===== src/rtl/bst_pkg.sv =====
// Shared types, constants and table lookups for the BASIC source tokenizer.
// Used by every module of the block but bst_ram; depends on nothing.
package bst_pkg;

    localparam int MAX_WORD_CHARS = 32;
    localparam int SHADOW_CHARS   = 6;
    localparam int WLEN_W         = $clog2(MAX_WORD_CHARS + 2);
    localparam int ADDR_W         = $clog2(MAX_WORD_CHARS);
    localparam int QUEUE_DEPTH    = 2;

    localparam logic [3:0] KIND_IDENT  = 4'd0;
    localparam logic [3:0] KIND_NUMBER = 4'd1;
    localparam logic [3:0] KIND_STRING = 4'd2;
    localparam logic [3:0] KIND_KW     = 4'd3;
    localparam logic [3:0] KIND_FUNC   = 4'd4;
    localparam logic [3:0] KIND_OP     = 4'd5;
    localparam logic [3:0] KIND_EOI    = 4'd6;
    localparam logic [3:0] KIND_SEMI   = 4'd7;
    localparam logic [3:0] KIND_COMMA  = 4'd8;
    localparam logic [3:0] KIND_ERROR  = 4'd9;

    localparam logic [4:0] ERR_UNKNOWN = 5'd0;
    localparam logic [4:0] ERR_LONG    = 5'd1;
    localparam logic [4:0] ERR_STRING  = 5'd2;

    localparam logic [4:0] KW_END_IF = 5'd3;
    localparam logic [4:0] KW_END    = 5'd4;
    localparam logic [4:0] KW_IF     = 5'd8;

    localparam logic [4:0] OP_LPAREN = 5'd0;
    localparam logic [4:0] OP_RPAREN = 5'd1;
    localparam logic [4:0] OP_MUL    = 5'd2;
    localparam logic [4:0] OP_DIV    = 5'd3;
    localparam logic [4:0] OP_ADD    = 5'd5;
    localparam logic [4:0] OP_SUB    = 5'd6;
    localparam logic [4:0] OP_LT     = 5'd7;
    localparam logic [4:0] OP_LE     = 5'd8;
    localparam logic [4:0] OP_NE     = 5'd9;
    localparam logic [4:0] OP_GT     = 5'd10;
    localparam logic [4:0] OP_GE     = 5'd11;
    localparam logic [4:0] OP_EQ     = 5'd12;
    localparam logic [4:0] CODE_NONE = 5'd0;

    typedef enum logic [3:0] {
        CLS_LETTER, CLS_DIGIT, CLS_SPACE, CLS_QUOTE, CLS_NEWLINE,
        CLS_SEMI, CLS_COMMA, CLS_OP, CLS_OTHER
    } t_cls;

    typedef enum logic [1:0] {MODE_IDLE, MODE_WORD, MODE_NUM, MODE_STR} t_mode;
    typedef enum logic [1:0] {PEND_NONE, PEND_END, PEND_LT, PEND_GT} t_pend;

    typedef enum logic [2:0] {
        WK_NONE, WK_MERGE, WK_END, WK_KW, WK_FN, WK_OP, WK_IDENT
    } t_wk;

    typedef enum logic [4:0] {
        S_IDLE, S_START, S_WF, S_WF_FLUSH, S_WF_TOK, S_IRD, S_IEM,
        S_NUM_END, S_STR_END, S_STR_ERR, S_CHAR, S_CHAR_FLUSH, S_CHAR_TOK,
        S_OVF_FLUSH, S_OVF_ERR, S_EOS_FLUSH, S_EOS_EOI, S_DONE
    } t_state;

    typedef struct packed {
        logic [7:0] ch;
        t_cls       cls;
        logic [4:0] opc;
        logic       eos;
    } t_cmd;

    typedef struct packed {
        logic [3:0] kind;
        logic [4:0] code;
        logic [7:0] ch;
        logic       cv;
        logic       first;
        logic       last;
    } t_item;

    typedef struct packed {
        t_wk        wk;
        logic [4:0] code;
    } t_match;

    // Words are held left-justified, zero padded; table entries likewise.
    localparam logic [47:0] KW_TXT [21] = '{
        {"CLS", 24'd0}, {"ELSE", 16'd0}, "ELSEIF", "END IF", {"END", 24'd0},
        {"FOR", 24'd0}, {"GOTO", 16'd0}, {"GOSUB", 8'd0}, {"IF", 32'd0},
        {"INPUT", 8'd0}, {"LET", 24'd0}, {"NEXT", 16'd0}, {"PRINT", 8'd0},
        {"REM", 24'd0}, "RETURN", {"STEP", 16'd0}, {"THEN", 16'd0},
        {"TO", 32'd0}, {"WAIT", 16'd0}, {"WEND", 16'd0}, {"WHILE", 8'd0}
    };
    localparam logic [47:0] FN_TXT [3] = '{
        {"ABS", 24'd0}, {"RND", 24'd0}, {"TIME", 16'd0}
    };
    localparam logic [47:0] OPW_TXT [4] = '{
        {"MOD", 24'd0}, {"AND", 24'd0}, {"OR", 32'd0}, {"NOT", 24'd0}
    };
    localparam logic [4:0] OPW_CODE [4] = '{5'd4, 5'd13, 5'd14, 5'd15};

    function automatic t_item tok(input logic [3:0] kind, input logic [4:0] code);
        t_item it;
        it.kind  = kind;
        it.code  = code;
        it.ch    = 8'd0;
        it.cv    = 1'b0;
        it.first = 1'b1;
        it.last  = 1'b1;
        return it;
    endfunction

    function automatic t_item flush_item(input t_pend p);
        t_item it;
        case (p)
            PEND_END: it = tok(KIND_KW, KW_END);
            PEND_LT:  it = tok(KIND_OP, OP_LT);
            default:  it = tok(KIND_OP, OP_GT);
        endcase
        return it;
    endfunction

    // Matches a word of n characters (1..MAX) against the fixed tables.
    // Word characters are never zero, so zero padding settles the length.
    function automatic t_match word_lookup(input logic [47:0] w,
                                           input logic [WLEN_W-1:0] n);
        t_match     m;
        logic [47:0] masked;
        masked = '0;
        for (int i = 0; i < SHADOW_CHARS; i++) begin
            if (n > WLEN_W'(i)) begin
                masked[47-8*i -: 8] = w[47-8*i -: 8];
            end
        end
        m.wk   = WK_IDENT;
        m.code = CODE_NONE;
        if (n <= WLEN_W'(SHADOW_CHARS)) begin
            for (int i = 3; i >= 0; i--) begin
                if (masked == OPW_TXT[i]) begin
                    m.wk   = WK_OP;
                    m.code = OPW_CODE[i];
                end
            end
            for (int i = 2; i >= 0; i--) begin
                if (masked == FN_TXT[i]) begin
                    m.wk   = WK_FN;
                    m.code = 5'(i);
                end
            end
            for (int i = 20; i >= 0; i--) begin
                if (masked == KW_TXT[i]) begin
                    m.wk   = WK_KW;
                    m.code = 5'(i);
                end
            end
        end
        return m;
    endfunction

endpackage


===== src/rtl/bst_ram.sv =====
// Generic single-write, single-read RAM with a registered read port.
// Standalone; used for the word character buffer.
module bst_ram #(
    parameter int WIDTH = 8,
    parameter int DEPTH = 32
) (
    input  logic                     i_clk,
    input  logic                     i_we,
    input  logic [$clog2(DEPTH)-1:0] i_waddr,
    input  logic [WIDTH-1:0]         i_wdata,
    input  logic                     i_re,
    input  logic [$clog2(DEPTH)-1:0] i_raddr,
    output logic [WIDTH-1:0]         o_rdata
);
    logic [WIDTH-1:0] r_mem [DEPTH];
    logic [WIDTH-1:0] r_rdata;

    always_ff @(posedge i_clk) begin
        if (i_we) begin
            r_mem[i_waddr] <= i_wdata;
        end
        if (i_re) begin
            r_rdata <= r_mem[i_raddr];
        end
    end

    assign o_rdata = r_rdata;
endmodule


===== src/rtl/bst_front.sv =====
// Front end: accepts source characters and classifies them into commands.
// Depends on bst_pkg.
module bst_front (
    input  logic          i_valid,
    output logic          o_ready,
    input  logic [7:0]    i_ch,
    input  logic          i_eos,
    output logic          o_push,
    input  logic          i_q_ready,
    output bst_pkg::t_cmd o_cmd
);
    import bst_pkg::*;

    assign o_ready = i_q_ready;
    assign o_push  = i_valid && i_q_ready;

    always_comb begin
        o_cmd.ch  = i_ch;
        o_cmd.eos = i_eos;
        o_cmd.opc = CODE_NONE;
        o_cmd.cls = CLS_OTHER;
        if ((i_ch >= "A" && i_ch <= "Z") || (i_ch >= "a" && i_ch <= "z")) begin
            o_cmd.cls = CLS_LETTER;
        end else if (i_ch >= "0" && i_ch <= "9") begin
            o_cmd.cls = CLS_DIGIT;
        end else begin
            case (i_ch)
                " ":   o_cmd.cls = CLS_SPACE;
                "\"":  o_cmd.cls = CLS_QUOTE;
                8'h0A: o_cmd.cls = CLS_NEWLINE;
                ";":   o_cmd.cls = CLS_SEMI;
                ",":   o_cmd.cls = CLS_COMMA;
                "(": begin o_cmd.cls = CLS_OP; o_cmd.opc = OP_LPAREN; end
                ")": begin o_cmd.cls = CLS_OP; o_cmd.opc = OP_RPAREN; end
                "*": begin o_cmd.cls = CLS_OP; o_cmd.opc = OP_MUL; end
                "/": begin o_cmd.cls = CLS_OP; o_cmd.opc = OP_DIV; end
                "+": begin o_cmd.cls = CLS_OP; o_cmd.opc = OP_ADD; end
                "-": begin o_cmd.cls = CLS_OP; o_cmd.opc = OP_SUB; end
                "<": begin o_cmd.cls = CLS_OP; o_cmd.opc = OP_LT; end
                ">": begin o_cmd.cls = CLS_OP; o_cmd.opc = OP_GT; end
                "=": begin o_cmd.cls = CLS_OP; o_cmd.opc = OP_EQ; end
                default: o_cmd.cls = CLS_OTHER;
            endcase
        end
    end
endmodule


===== src/rtl/bst_queue.sv =====
// Short command queue between the front end and the back end.
// Depends on bst_pkg.
module bst_queue (
    input  logic          i_clk,
    input  logic          i_rst_n,
    input  logic          i_push,
    input  bst_pkg::t_cmd i_cmd,
    output logic          o_ready,
    output logic          o_valid,
    input  logic          i_pop,
    output bst_pkg::t_cmd o_cmd
);
    import bst_pkg::*;

    localparam int PW = $clog2(QUEUE_DEPTH);

    t_cmd                 r_mem [QUEUE_DEPTH];
    logic [PW-1:0]        r_wp, r_rp;
    logic [PW:0]          r_cnt;

    assign o_ready = r_cnt != (PW+1)'(QUEUE_DEPTH);
    assign o_valid = r_cnt != '0;
    assign o_cmd   = r_mem[r_rp];

    always_ff @(posedge i_clk) begin
        if (!i_rst_n) begin
            r_wp  <= '0;
            r_rp  <= '0;
            r_cnt <= '0;
        end else begin
            if (i_push) begin
                r_mem[r_wp] <= i_cmd;
                r_wp        <= (r_wp == PW'(QUEUE_DEPTH - 1)) ? '0 : r_wp + 1'b1;
            end
            if (i_pop) begin
                r_rp <= (r_rp == PW'(QUEUE_DEPTH - 1)) ? '0 : r_rp + 1'b1;
            end
            r_cnt <= r_cnt + (PW+1)'(i_push) - (PW+1)'(i_pop);
        end
    end
endmodule


===== src/rtl/bst_back.sv =====
// Back end: scanner sequencer, word buffer and result item output stage.
// Depends on bst_pkg and bst_ram.
module bst_back (
    input  logic           i_clk,
    input  logic           i_rst_n,
    input  logic           i_q_valid,
    output logic           o_q_pop,
    input  bst_pkg::t_cmd  i_q_cmd,
    output logic           o_m_valid,
    input  logic           i_m_ready,
    output bst_pkg::t_item o_m_item,
    output logic           o_m_lor
);
    import bst_pkg::*;

    t_state            r_state, n_state;
    t_cmd              r_cmd, n_cmd;
    t_mode             r_mode, n_mode;
    t_pend             r_pend, n_pend;
    logic [WLEN_W-1:0] r_wlen, n_wlen;
    logic [WLEN_W-1:0] r_n, n_n;
    logic              r_lclosed, n_lclosed;
    logic [47:0]       r_shadow, n_shadow;
    t_wk               r_wk, n_wk;
    logic [4:0]        r_wcode, n_wcode;
    logic [ADDR_W-1:0] r_idx, n_idx;

    // Hold slot: the newest item waits here until it is known whether
    // another item of the same step follows.
    logic              r_hv;
    t_item             r_hold;
    logic              r_ov;
    t_item             r_out;
    logic              r_olor;

    logic              emit, go, can_emit, out_free;
    t_item             e_item;
    logic              ram_we, ram_re;
    logic [ADDR_W-1:0] ram_waddr;
    logic [7:0]        ram_rdata;
    logic              alnum;
    t_match            m;

    assign out_free = !r_ov || i_m_ready;
    assign can_emit = !r_hv || out_free;
    assign go       = !emit || can_emit;
    assign alnum    = (r_cmd.cls == CLS_LETTER) || (r_cmd.cls == CLS_DIGIT);
    assign m        = word_lookup(r_shadow, r_wlen);
    assign o_q_pop  = (r_state == S_IDLE) && i_q_valid;
    assign ram_re   = (r_state == S_IRD);

    bst_ram #(.WIDTH(8), .DEPTH(MAX_WORD_CHARS)) u_word_ram (
        .i_clk   (i_clk),
        .i_we    (ram_we),
        .i_waddr (ram_waddr),
        .i_wdata (r_cmd.ch),
        .i_re    (ram_re),
        .i_raddr (r_idx),
        .o_rdata (ram_rdata)
    );

    // Next state.
    always_comb begin
        n_state = r_state;
        case (r_state)
            S_IDLE: if (i_q_valid) n_state = S_START;
            S_START: begin
                if (r_cmd.eos) begin
                    case (r_mode)
                        MODE_WORD: n_state = S_WF;
                        MODE_NUM:  n_state = S_NUM_END;
                        MODE_STR:  n_state = S_STR_END;
                        default:   n_state = S_EOS_FLUSH;
                    endcase
                end else begin
                    case (r_mode)
                        MODE_WORD: begin
                            if (!alnum) n_state = S_WF;
                            else if (r_wlen == WLEN_W'(MAX_WORD_CHARS))
                                n_state = S_OVF_FLUSH;
                            else n_state = S_DONE;
                        end
                        MODE_NUM: n_state = (r_cmd.cls == CLS_DIGIT) ? S_DONE : S_NUM_END;
                        MODE_STR: n_state = S_DONE;
                        default:  n_state = S_CHAR;
                    endcase
                end
            end
            S_WF:       n_state = (r_wlen == '0 || r_wlen > WLEN_W'(MAX_WORD_CHARS)) ?
                                  (r_cmd.eos ? S_EOS_FLUSH : S_CHAR) : S_WF_FLUSH;
            S_WF_FLUSH: n_state = S_WF_TOK;
            S_WF_TOK:   n_state = (r_wk == WK_IDENT) ? S_IRD :
                                  (r_cmd.eos ? S_EOS_FLUSH : S_CHAR);
            S_IRD:      n_state = S_IEM;
            S_IEM:      n_state = ({1'b0, r_idx} + 1'b1 == (ADDR_W+1)'(r_n)) ?
                                  (r_cmd.eos ? S_EOS_FLUSH : S_CHAR) : S_IRD;
            S_NUM_END:  n_state = r_cmd.eos ? S_EOS_FLUSH : S_CHAR;
            S_STR_END:  n_state = S_STR_ERR;
            S_STR_ERR:  n_state = S_EOS_FLUSH;
            S_CHAR: begin
                if (r_cmd.cls == CLS_LETTER || r_cmd.cls == CLS_SPACE) n_state = S_DONE;
                else if (r_cmd.cls == CLS_OP &&
                         ((r_cmd.opc == OP_EQ && r_pend == PEND_LT) ||
                          (r_cmd.opc == OP_EQ && r_pend == PEND_GT) ||
                          (r_cmd.opc == OP_GT && r_pend == PEND_LT)))
                    n_state = S_DONE;
                else n_state = S_CHAR_FLUSH;
            end
            S_CHAR_FLUSH: n_state = S_CHAR_TOK;
            S_CHAR_TOK:   n_state = S_DONE;
            S_OVF_FLUSH:  n_state = S_OVF_ERR;
            S_OVF_ERR:    n_state = S_DONE;
            S_EOS_FLUSH:  n_state = S_EOS_EOI;
            S_EOS_EOI:    n_state = S_DONE;
            S_DONE:       n_state = (!r_hv || out_free) ? S_IDLE : S_DONE;
            default:      n_state = S_IDLE;
        endcase
        if (!go) n_state = r_state;
    end

    // Emitted items and scanner state updates.
    always_comb begin
        emit      = 1'b0;
        e_item    = tok(KIND_IDENT, CODE_NONE);
        ram_we    = 1'b0;
        ram_waddr = r_wlen[ADDR_W-1:0];
        n_cmd     = r_cmd;
        n_mode    = r_mode;
        n_pend    = r_pend;
        n_wlen    = r_wlen;
        n_n       = r_n;
        n_shadow  = r_shadow;
        n_wk      = r_wk;
        n_wcode   = r_wcode;
        n_idx     = r_idx;
        case (r_state)
            S_IDLE: if (i_q_valid) n_cmd = i_q_cmd;
            S_START: begin
                if (!r_cmd.eos && r_mode == MODE_WORD && alnum &&
                    r_wlen < WLEN_W'(MAX_WORD_CHARS)) begin
                    ram_we = 1'b1;
                    for (int i = 0; i < SHADOW_CHARS; i++) begin
                        if (r_wlen == WLEN_W'(i)) n_shadow[47-8*i -: 8] = r_cmd.ch;
                    end
                    n_wlen = r_wlen + 1'b1;
                end else if (!r_cmd.eos && r_mode == MODE_NUM &&
                             r_cmd.cls == CLS_DIGIT) begin
                    emit   = 1'b1;
                    e_item = '{KIND_NUMBER, CODE_NONE, r_cmd.ch, 1'b1, 1'b0, 1'b0};
                end else if (!r_cmd.eos && r_mode == MODE_STR) begin
                    emit = 1'b1;
                    if (r_cmd.cls == CLS_QUOTE) begin
                        e_item = '{KIND_STRING, CODE_NONE, 8'd0, 1'b0,
                                   r_wlen == '0, 1'b1};
                        n_mode = MODE_IDLE;
                        n_wlen = '0;
                    end else begin
                        e_item = '{KIND_STRING, CODE_NONE, r_cmd.ch, 1'b1,
                                   r_wlen == '0, 1'b0};
                        n_wlen = WLEN_W'(1);
                    end
                end
            end
            S_WF: begin
                n_n    = r_wlen;
                n_wlen = '0;
                n_mode = MODE_IDLE;
                n_idx  = '0;
                n_wcode = m.code;
                if (m.wk == WK_KW && m.code == KW_IF && r_pend == PEND_END)
                    n_wk = WK_MERGE;
                else if (m.wk == WK_KW && m.code == KW_END) n_wk = WK_END;
                else n_wk = m.wk;
            end
            S_WF_FLUSH: begin
                if (r_wk != WK_MERGE && r_pend != PEND_NONE) begin
                    emit   = 1'b1;
                    e_item = flush_item(r_pend);
                end
                n_pend = (r_wk == WK_END) ? PEND_END : PEND_NONE;
            end
            S_WF_TOK: begin
                case (r_wk)
                    WK_MERGE: begin emit = 1'b1; e_item = tok(KIND_KW, KW_END_IF); end
                    WK_KW:    begin emit = 1'b1; e_item = tok(KIND_KW, r_wcode); end
                    WK_FN:    begin emit = 1'b1; e_item = tok(KIND_FUNC, r_wcode); end
                    WK_OP:    begin emit = 1'b1; e_item = tok(KIND_OP, r_wcode); end
                    default:  emit = 1'b0;
                endcase
            end
            S_IEM: begin
                emit   = 1'b1;
                e_item = '{KIND_IDENT, CODE_NONE, ram_rdata, 1'b1, r_idx == '0,
                           {1'b0, r_idx} + 1'b1 == (ADDR_W+1)'(r_n)};
                n_idx  = r_idx + 1'b1;
            end
            S_NUM_END: begin
                emit   = 1'b1;
                e_item = '{KIND_NUMBER, CODE_NONE, 8'd0, 1'b0, 1'b0, 1'b1};
                n_mode = MODE_IDLE;
            end
            S_STR_END: begin
                emit   = 1'b1;
                e_item = '{KIND_STRING, CODE_NONE, 8'd0, 1'b0, r_wlen == '0, 1'b1};
            end
            S_STR_ERR: begin
                emit   = 1'b1;
                e_item = tok(KIND_ERROR, ERR_STRING);
            end
            S_CHAR: begin
                if (r_cmd.cls == CLS_LETTER) begin
                    ram_we    = 1'b1;
                    ram_waddr = '0;
                    n_shadow  = {r_cmd.ch, 40'd0};
                    n_wlen    = WLEN_W'(1);
                    n_mode    = MODE_WORD;
                end else if (r_cmd.cls == CLS_OP) begin
                    if (r_cmd.opc == OP_EQ && r_pend == PEND_LT) begin
                        emit = 1'b1; e_item = tok(KIND_OP, OP_LE); n_pend = PEND_NONE;
                    end else if (r_cmd.opc == OP_EQ && r_pend == PEND_GT) begin
                        emit = 1'b1; e_item = tok(KIND_OP, OP_GE); n_pend = PEND_NONE;
                    end else if (r_cmd.opc == OP_GT && r_pend == PEND_LT) begin
                        emit = 1'b1; e_item = tok(KIND_OP, OP_NE); n_pend = PEND_NONE;
                    end
                end
            end
            S_CHAR_FLUSH, S_OVF_FLUSH, S_EOS_FLUSH: begin
                if (r_pend != PEND_NONE) begin
                    emit   = 1'b1;
                    e_item = flush_item(r_pend);
                end
                n_pend = PEND_NONE;
            end
            S_CHAR_TOK: begin
                case (r_cmd.cls)
                    CLS_OP: begin
                        if (r_cmd.opc == OP_LT) n_pend = PEND_LT;
                        else if (r_cmd.opc == OP_GT) n_pend = PEND_GT;
                        else begin emit = 1'b1; e_item = tok(KIND_OP, r_cmd.opc); end
                    end
                    CLS_DIGIT: begin
                        emit   = 1'b1;
                        e_item = '{KIND_NUMBER, CODE_NONE, r_cmd.ch, 1'b1, 1'b1, 1'b0};
                        n_mode = MODE_NUM;
                    end
                    CLS_QUOTE: begin
                        n_mode = MODE_STR;
                        n_wlen = '0;
                    end
                    CLS_NEWLINE: begin emit = 1'b1; e_item = tok(KIND_EOI, CODE_NONE); end
                    CLS_SEMI:    begin emit = 1'b1; e_item = tok(KIND_SEMI, CODE_NONE); end
                    CLS_COMMA:   begin emit = 1'b1; e_item = tok(KIND_COMMA, CODE_NONE); end
                    default:     begin emit = 1'b1; e_item = tok(KIND_ERROR, ERR_UNKNOWN); end
                endcase
            end
            S_OVF_ERR: begin
                emit   = 1'b1;
                e_item = tok(KIND_ERROR, ERR_LONG);
                n_wlen = WLEN_W'(MAX_WORD_CHARS + 1);
            end
            S_EOS_EOI: begin
                emit   = !r_lclosed;
                e_item = tok(KIND_EOI, CODE_NONE);
                n_mode = MODE_IDLE;
                n_wlen = '0;
                n_pend = PEND_NONE;
            end
            default: emit = 1'b0;
        endcase
        n_lclosed = r_lclosed;
        if (emit) n_lclosed = (e_item.kind == KIND_EOI);
        if (r_state == S_EOS_EOI) n_lclosed = 1'b0;
        if (!go) begin
            ram_we    = 1'b0;
            n_cmd     = r_cmd;
            n_mode    = r_mode;
            n_pend    = r_pend;
            n_wlen    = r_wlen;
            n_n       = r_n;
            n_shadow  = r_shadow;
            n_wk      = r_wk;
            n_wcode   = r_wcode;
            n_idx     = r_idx;
            n_lclosed = r_lclosed;
        end
    end

    always_ff @(posedge i_clk) begin
        if (!i_rst_n) begin
            r_state   <= S_IDLE;
            r_mode    <= MODE_IDLE;
            r_pend    <= PEND_NONE;
            r_wlen    <= '0;
            r_lclosed <= 1'b0;
            r_hv      <= 1'b0;
            r_ov      <= 1'b0;
        end else begin
            r_state   <= n_state;
            r_mode    <= n_mode;
            r_pend    <= n_pend;
            r_wlen    <= n_wlen;
            r_lclosed <= n_lclosed;
            if (emit && go) begin
                r_hv <= 1'b1;
            end else if (r_state == S_DONE && r_hv && out_free) begin
                r_hv <= 1'b0;
            end
            if ((emit && go && r_hv) || (r_state == S_DONE && r_hv && out_free)) begin
                r_ov <= 1'b1;
            end else if (i_m_ready) begin
                r_ov <= 1'b0;
            end
        end
    end

    always_ff @(posedge i_clk) begin
        r_cmd    <= n_cmd;
        r_n      <= n_n;
        r_shadow <= n_shadow;
        r_wk     <= n_wk;
        r_wcode  <= n_wcode;
        r_idx    <= n_idx;
        if (emit && go) begin
            r_hold <= e_item;
            if (r_hv) begin
                r_out  <= r_hold;
                r_olor <= 1'b0;
            end
        end else if (r_state == S_DONE && r_hv && out_free) begin
            r_out  <= r_hold;
            r_olor <= 1'b1;
        end
    end

    assign o_m_valid = r_ov;
    assign o_m_item  = r_out;
    assign o_m_lor   = r_olor;
endmodule


===== src/rtl/basic_source_tokenizer_unit.sv =====
// Top level of the BASIC source tokenizer: one character in, tokens out.
// Identifier characters are read back from the word RAM, whose read is registered, and
// output stalls hold the back end sequencer.
// The back end handles one item at a time; a two-entry queue lets the
// front end keep accepting while the back end or the output is busy.
// Reset is synchronous, active low, and returns the scanner to idle between tokens.
module basic_source_tokenizer_unit (
    input  logic        i_clk,
    input  logic        i_rst_n,
    input  logic        i_s_axis_tvalid,
    output logic        o_s_axis_tready,
    input  logic [7:0]  i_s_axis_tdata,   // [7:0] ch
    input  logic        i_s_axis_tlast,   // end_of_source
    output logic        o_m_axis_tvalid,
    input  logic        i_m_axis_tready,
    output logic [15:0] o_m_axis_tdata,   // [7:0] text_char, [8] first_of_token,
                                          // [9] last_of_token, [15:10] zero
    output logic [9:0]  o_m_axis_tuser,   // [3:0] token_kind, [8:4] token_code,
                                          // [9] char_valid
    output logic        o_m_axis_tlast    // last_of_run
);
    import bst_pkg::*;

    logic  push, q_ready, q_valid, q_pop;
    t_cmd  f_cmd, q_cmd;
    t_item item;

    // The front end classifies each character and pushes it into the queue.
    bst_front u_front (
        .i_valid   (i_s_axis_tvalid),
        .o_ready   (o_s_axis_tready),
        .i_ch      (i_s_axis_tdata),
        .i_eos     (i_s_axis_tlast),
        .o_push    (push),
        .i_q_ready (q_ready),
        .o_cmd     (f_cmd)
    );

    bst_queue u_queue (
        .i_clk   (i_clk),
        .i_rst_n (i_rst_n),
        .i_push  (push),
        .i_cmd   (f_cmd),
        .o_ready (q_ready),
        .o_valid (q_valid),
        .i_pop   (q_pop),
        .o_cmd   (q_cmd)
    );

    // The back end runs the scanner and owns the output register.
    bst_back u_back (
        .i_clk     (i_clk),
        .i_rst_n   (i_rst_n),
        .i_q_valid (q_valid),
        .o_q_pop   (q_pop),
        .i_q_cmd   (q_cmd),
        .o_m_valid (o_m_axis_tvalid),
        .i_m_ready (i_m_axis_tready),
        .o_m_item  (item),
        .o_m_lor   (o_m_axis_tlast)
    );

    assign o_m_axis_tdata = {6'd0, item.last, item.first, item.ch};
    assign o_m_axis_tuser = {item.cv, item.code, item.kind};
endmodule

===== config.mk =====
export PLATFORM = sky130hd
export DESIGN_NAME = basic_source_tokenizer_unit
export DESIGN_NICKNAME = d
export VERILOG_FILES = /design/src/rtl/bst_pkg.sv /design/src/rtl/bst_ram.sv /design/src/rtl/bst_front.sv /design/src/rtl/bst_queue.sv /design/src/rtl/bst_back.sv /design/src/rtl/basic_source_tokenizer_unit.sv
export SDC_FILE = /design/constraint.sdc
export NUM_CORES = 1
export LEC_CHECK = 0
export BUFFER_PORTS_ARGS = -buffer_cell sky130_fd_sc_hd__buf_2
export CAP_MARGIN = 30
export CORE_UTILIZATION = 42
export CTS_CLUSTER_DIAMETER = 40
export DETAILED_ROUTE_END_ITERATION = 10
export GPL_TIMING_DRIVEN = 0
export PLACE_DENSITY = 0.66
export REMOVE_ABC_BUFFERS = 1
export SLEW_MARGIN = 20
export SYNTH_ARGS = -nofsm -noshare
export SYNTH_HDL_FRONTEND = slang
export SYNTH_SLANG_ARGS = --single-unit

===== constraint.sdc =====
create_clock -name i_clk -period 4.79 [get_ports i_clk]
set_input_delay 0.958 -clock i_clk [delete_from_list [all_inputs] [get_ports i_clk]]
set_output_delay 0.958 -clock i_clk [all_outputs]
set_load 0.03 [all_outputs]

==> impl_metrics.ini <==
[run_status]
outcome = finished with violations
violations = design-rule violations

[cells_and_area]
final_nets = 1445
area_growth_syn_to_layout_pct = 14.47
design_area_mm2 = 0.02293
postLayoutCoreUtil = 0.4905
layout_commonest_cell = sky130_fd_sc_hd__edfxtp_1
mostFrequentLayoutCells = sky130_fd_sc_hd__edfxtp_1, sky130_fd_sc_hd__nor2_1, sky130_fd_sc_hd__mux4_2, sky130_fd_sc_hd__nand2_1, sky130_fd_sc_hd__a21oi_1
multi_input_comb_area_mm2 = 0.006499
antenna_cells = 0
finish.cell_count_without_fillers = 2061
layout-drive-gt1-share = 0.1953
number_of_fillers_in_the_final_layout = 3875
final-seq-area_mm2 = 0.01314

[setup_path]
cp-endpoint = u_back.r_wlen[4]$_SDFFE_PN0P_
critPathSlowestCell = sky130_fd_sc_hd__dfxtp_1
reg2reg_setup_slack_ns = 0.48
path_max_fanout = 25
cell_count_along_the_critical_path = 8
path_delay_family = simple AND/OR/NAND/NOR gates
timing_worst_setup_path_type = flip-flop to flip-flop
timing.rr.end = u_back.r_wlen[4]$_SDFFE_PN0P_
critPathRequiredTime_ns = 5.30
worstSetupStartpointType = flip-flop
critical_path_buf_inv_count = 0
cp-end-kind = flip-flop
cp.arrival_ns = 4.82
timing.critical_path.slowest_cell_delay_ns = 0.92
worstPathCellList = nand2b_1, or3_1, nor3_1, a2111o_1, o311a_4, or4_4, or4_1, a21oi_1
reg2regPathDepth = 8
setup_crit_start = u_back.r_state[4]$_SDFFE_PN0P_
r2r_start = u_back.r_state[4]$_SDFFE_PN0P_

[logic_synthesis]
synth_top_cell_by_area = sky130_fd_sc_hd__edfxtp_1
number_of_enable_type_register_cells_in_the_synthesized_netlist = 423
synth-seq-area-share = 0.6560
synth_seq_cells = 445
synth_cell_type_count = 85
synth_top_family_by_area = simple AND/OR/NAND/NOR gates
synth.area.top_cells = sky130_fd_sc_hd__edfxtp_1, sky130_fd_sc_hd__mux4_2, sky130_fd_sc_hd__dfxtp_1, sky130_fd_sc_hd__nor2_1, sky130_fd_sc_hd__mux2_2
synth-adder-area-share = 0.01062
yosysWarnings = 0
share_of_the_synthesized_area_in_compound_gates_ao_oa_aoi_oai = 0.07670
yosysTopAreaCellShare = 0.6341
syn_avg_cell_area_um2 = 14.78
dominant_synthesized_flop_cell = sky130_fd_sc_hd__edfxtp_1
muxShareOfSynthArea = 0.1071
async_s_r_ff_share_synth = 0
synth_simple_gate_area_share = 0.1192
synth_xor_area_frac = 0.008307
synthesis.area_mm2 = 0.02003
post_synthesis_cell_count = 1355

[clock_network]
cts.hold.buffers_added = 0
cts_tree = yes
postCtsSetupBuffers = 0
path_clk_slew_ns = 0.06
cts_buffers = 52
cts-root-to-sink-buffers = 3
cts_max_level = 2
cts_resized = 0
later_pin_clock_latency_in_the_skew_report_ns = 0.61
clockRootBuffer = sky130_fd_sc_hd__clkbuf_16
numClockSinks = 445

[timing]
min_period_ns = 4.309
fin_setup_tns_ns = 0
timing_worst_slew_pin_value_ns = 0.9745
timing.final.setup_violations = 0
slew_headroom = 0.3495
timing.final.crit_share = 0.8996
maxClockFrequency_mhz = 232.1
hold_violation_total_from_the_final_report = 0
timing.clock.skew_ns = 0.03986
grt_setup_unrepaired = false
final.setup.worst_slack_ns = 0.4808
slew_viol_final = 0
hold_ws_ns = 0.4175

[die]
dieWidth_um = 220.4
floorplan.core_area_mm2 = 0.04675
rows = 79
initial_utilization = 0.4285
floorplan.die.height_um = 220.4
fp.dieArea_mm2 = 0.04857
top_level_ports = 42

[detailed_routing]
initialDrtViolationCount = 1237
num_vias = 12287
avgViaCountPerCell = 5.962
wirelength_um = 47430
detail_route.wl_per_cell_um = 23.01
detail_route.first_pass.iterations = 8
drc = 8
antenna_left = 0

[placement]
placed_cells = 1963
placed_cell_area_mm2 = 0.02117
finalWeightedCongestion = 0.9196
pre_cts_ws_ns = 0.4190
place.port_buffers = 35
dp_hpwl_um = 33170

[flow_run]
maxCapViolations = 0

[global_route]
grt_overflow_total = 0
first_global_vias = 11862
grt_use_total = 0.1987
grt_first_pass_wirelength_um = 72010
grt_start_max_net_pins = 40
grt_antenna_before_repair = 0

[power]
power_per_cell_area_mw_per_mm2 = 495.7
ir_worst_vdd_mv = 0.3294
standby_leakage_power_nw = 7.328
design_power_total_mw = 11.37

[worst_hold_path]
hp-class = flip-flop to flip-flop
-- worst min-delay path by stage --
| stage | slack (ns) | cells past startpoint | from | end |
|---|---|---|---|---|
| floorplan | 0.40 | 0 | u_back.r_hold[0]$_DFFE_PP_ | u_back.o_m_item[0]$_DFFE_PP_ |
| global placement | 0.40 | 0 | u_back.r_hold[12]$_DFFE_PP_ | u_back.o_m_item[12]$_DFFE_PP_ |
| detailed placement | 0.40 | 0 | u_back.r_hold[0]$_DFFE_PP_ | u_back.o_m_item[0]$_DFFE_PP_ |
| CTS | 0.42 | 0 | u_back.r_hold[4]$_DFFE_PP_ | u_back.o_m_item[4]$_DFFE_PP_ |
| global route | 0.42 | 0 | u_back.r_hold[4]$_DFFE_PP_ | u_back.o_m_item[4]$_DFFE_PP_ |
| finish | 0.42 | 0 | u_back.r_hold[4]$_DFFE_PP_ | u_back.o_m_item[4]$_DFFE_PP_ |
-- worst register-to-register path: stages (launching register included) --
cell and delay (ns):
sky130_fd_sc_hd__dfxtp_1 0.92, sky130_fd_sc_hd__nand2b_1 0.35, sky130_fd_sc_hd__or3_1 0.54, sky130_fd_sc_hd__nor3_1 0.16, sky130_fd_sc_hd__a2111o_1 0.50, sky130_fd_sc_hd__o311a_4 0.41, sky130_fd_sc_hd__or4_4 0.64, sky130_fd_sc_hd__or4_1 0.54
sky130_fd_sc_hd__a21oi_1 0.15
-- synthesized netlist by cell type (14+ instances only) --
cell / instances
sky130_fd_sc_hd__nand3_1: 34
sky130_fd_sc_hd__clkbuf_1: 46
sky130_fd_sc_hd__dfxtp_1: 22
sky130_fd_sc_hd__o2111ai_1: 15
sky130_fd_sc_hd__nand2_1: 66
sky130_fd_sc_hd__ha_1: 17
sky130_fd_sc_hd__mux2_2: 26
sky130_fd_sc_hd__nand2b_1: 14
sky130_fd_sc_hd__edfxtp_1: 423
sky130_fd_sc_hd__o211ai_1: 18
sky130_fd_sc_hd__and2_1: 15
sky130_fd_sc_hd__nor2_1: 109
sky130_fd_sc_hd__a21oi_1: 58
sky130_fd_sc_hd__nor4_1: 35
sky130_fd_sc_hd__nand4_1: 14
sky130_fd_sc_hd__mux4_2: 80
sky130_fd_sc_hd__nor2b_1: 24
sky130_fd_sc_hd__inv_1: 27
sky130_fd_sc_hd__o21ai_0: 41
sky130_fd_sc_hd__nor3_1: 37
-- sequential cells by signal, summed over array words and instances (netlist names) --
register                   cells
u_back.u_word_ram.o_rdata      8
u_back.r_n                     6
u_queue.r_wp                   1
u_back.r_cmd                  17
u_back.o_m_item               20
u_back.r_hv                    1
u_back.r_hold                 20
u_queue.r_cnt                  2
u_back.o_m_valid               1
u_back.r_wk                    3
u_back.r_state                 5
u_queue.r_rp                   1
u_back.o_m_lor                 1
u_queue.r_mem                 34
u_back.r_idx                   5
u_back.r_wlen                  6
u_back.r_lclosed               1
u_back.u_word_ram.r_mem      256
u_back.r_mode                  2
u_back.r_wcode                 5
u_back.r_pend                  2
u_back.r_shadow               48
-- layout make-up --
type                       count  area share
sequential                   445      0.5732
multi-input combinational    816      0.2834
clock buffer                  67     0.06051
tap                          607     0.03312
timing repair buffer          72     0.03072
clock inverter                26     0.01451
inverter                      28    0.004583
-- where the power goes --
group / leakage, nW / total [mW] / switching [mW] / internal (mW)
sequential: 4.02 / 5.28 / 0.447 / 4.83
combinational: 2.49 / 2.22 / 1.33 / 0.887
clock: 0.824 / 3.87 / 1.58 / 2.29
-- kinds of logic after synthesis --
family / after synthesis
fa+ha+maj: 17
mux: 111
simple gates: 438
compound gates: 225
other cells: 1
flops: 445
buf+inv: 99
xor+xnor: 19
-- routing by layer --
metal / global-route usage / routed length, um
met5: 0 / 0
met4: 0.06391 / 1318
met3: 0.03876 / 3276
met2: 0.3015 / 21500
met1: 0.2876 / 21340
Power figures use the tool's default switching activity.
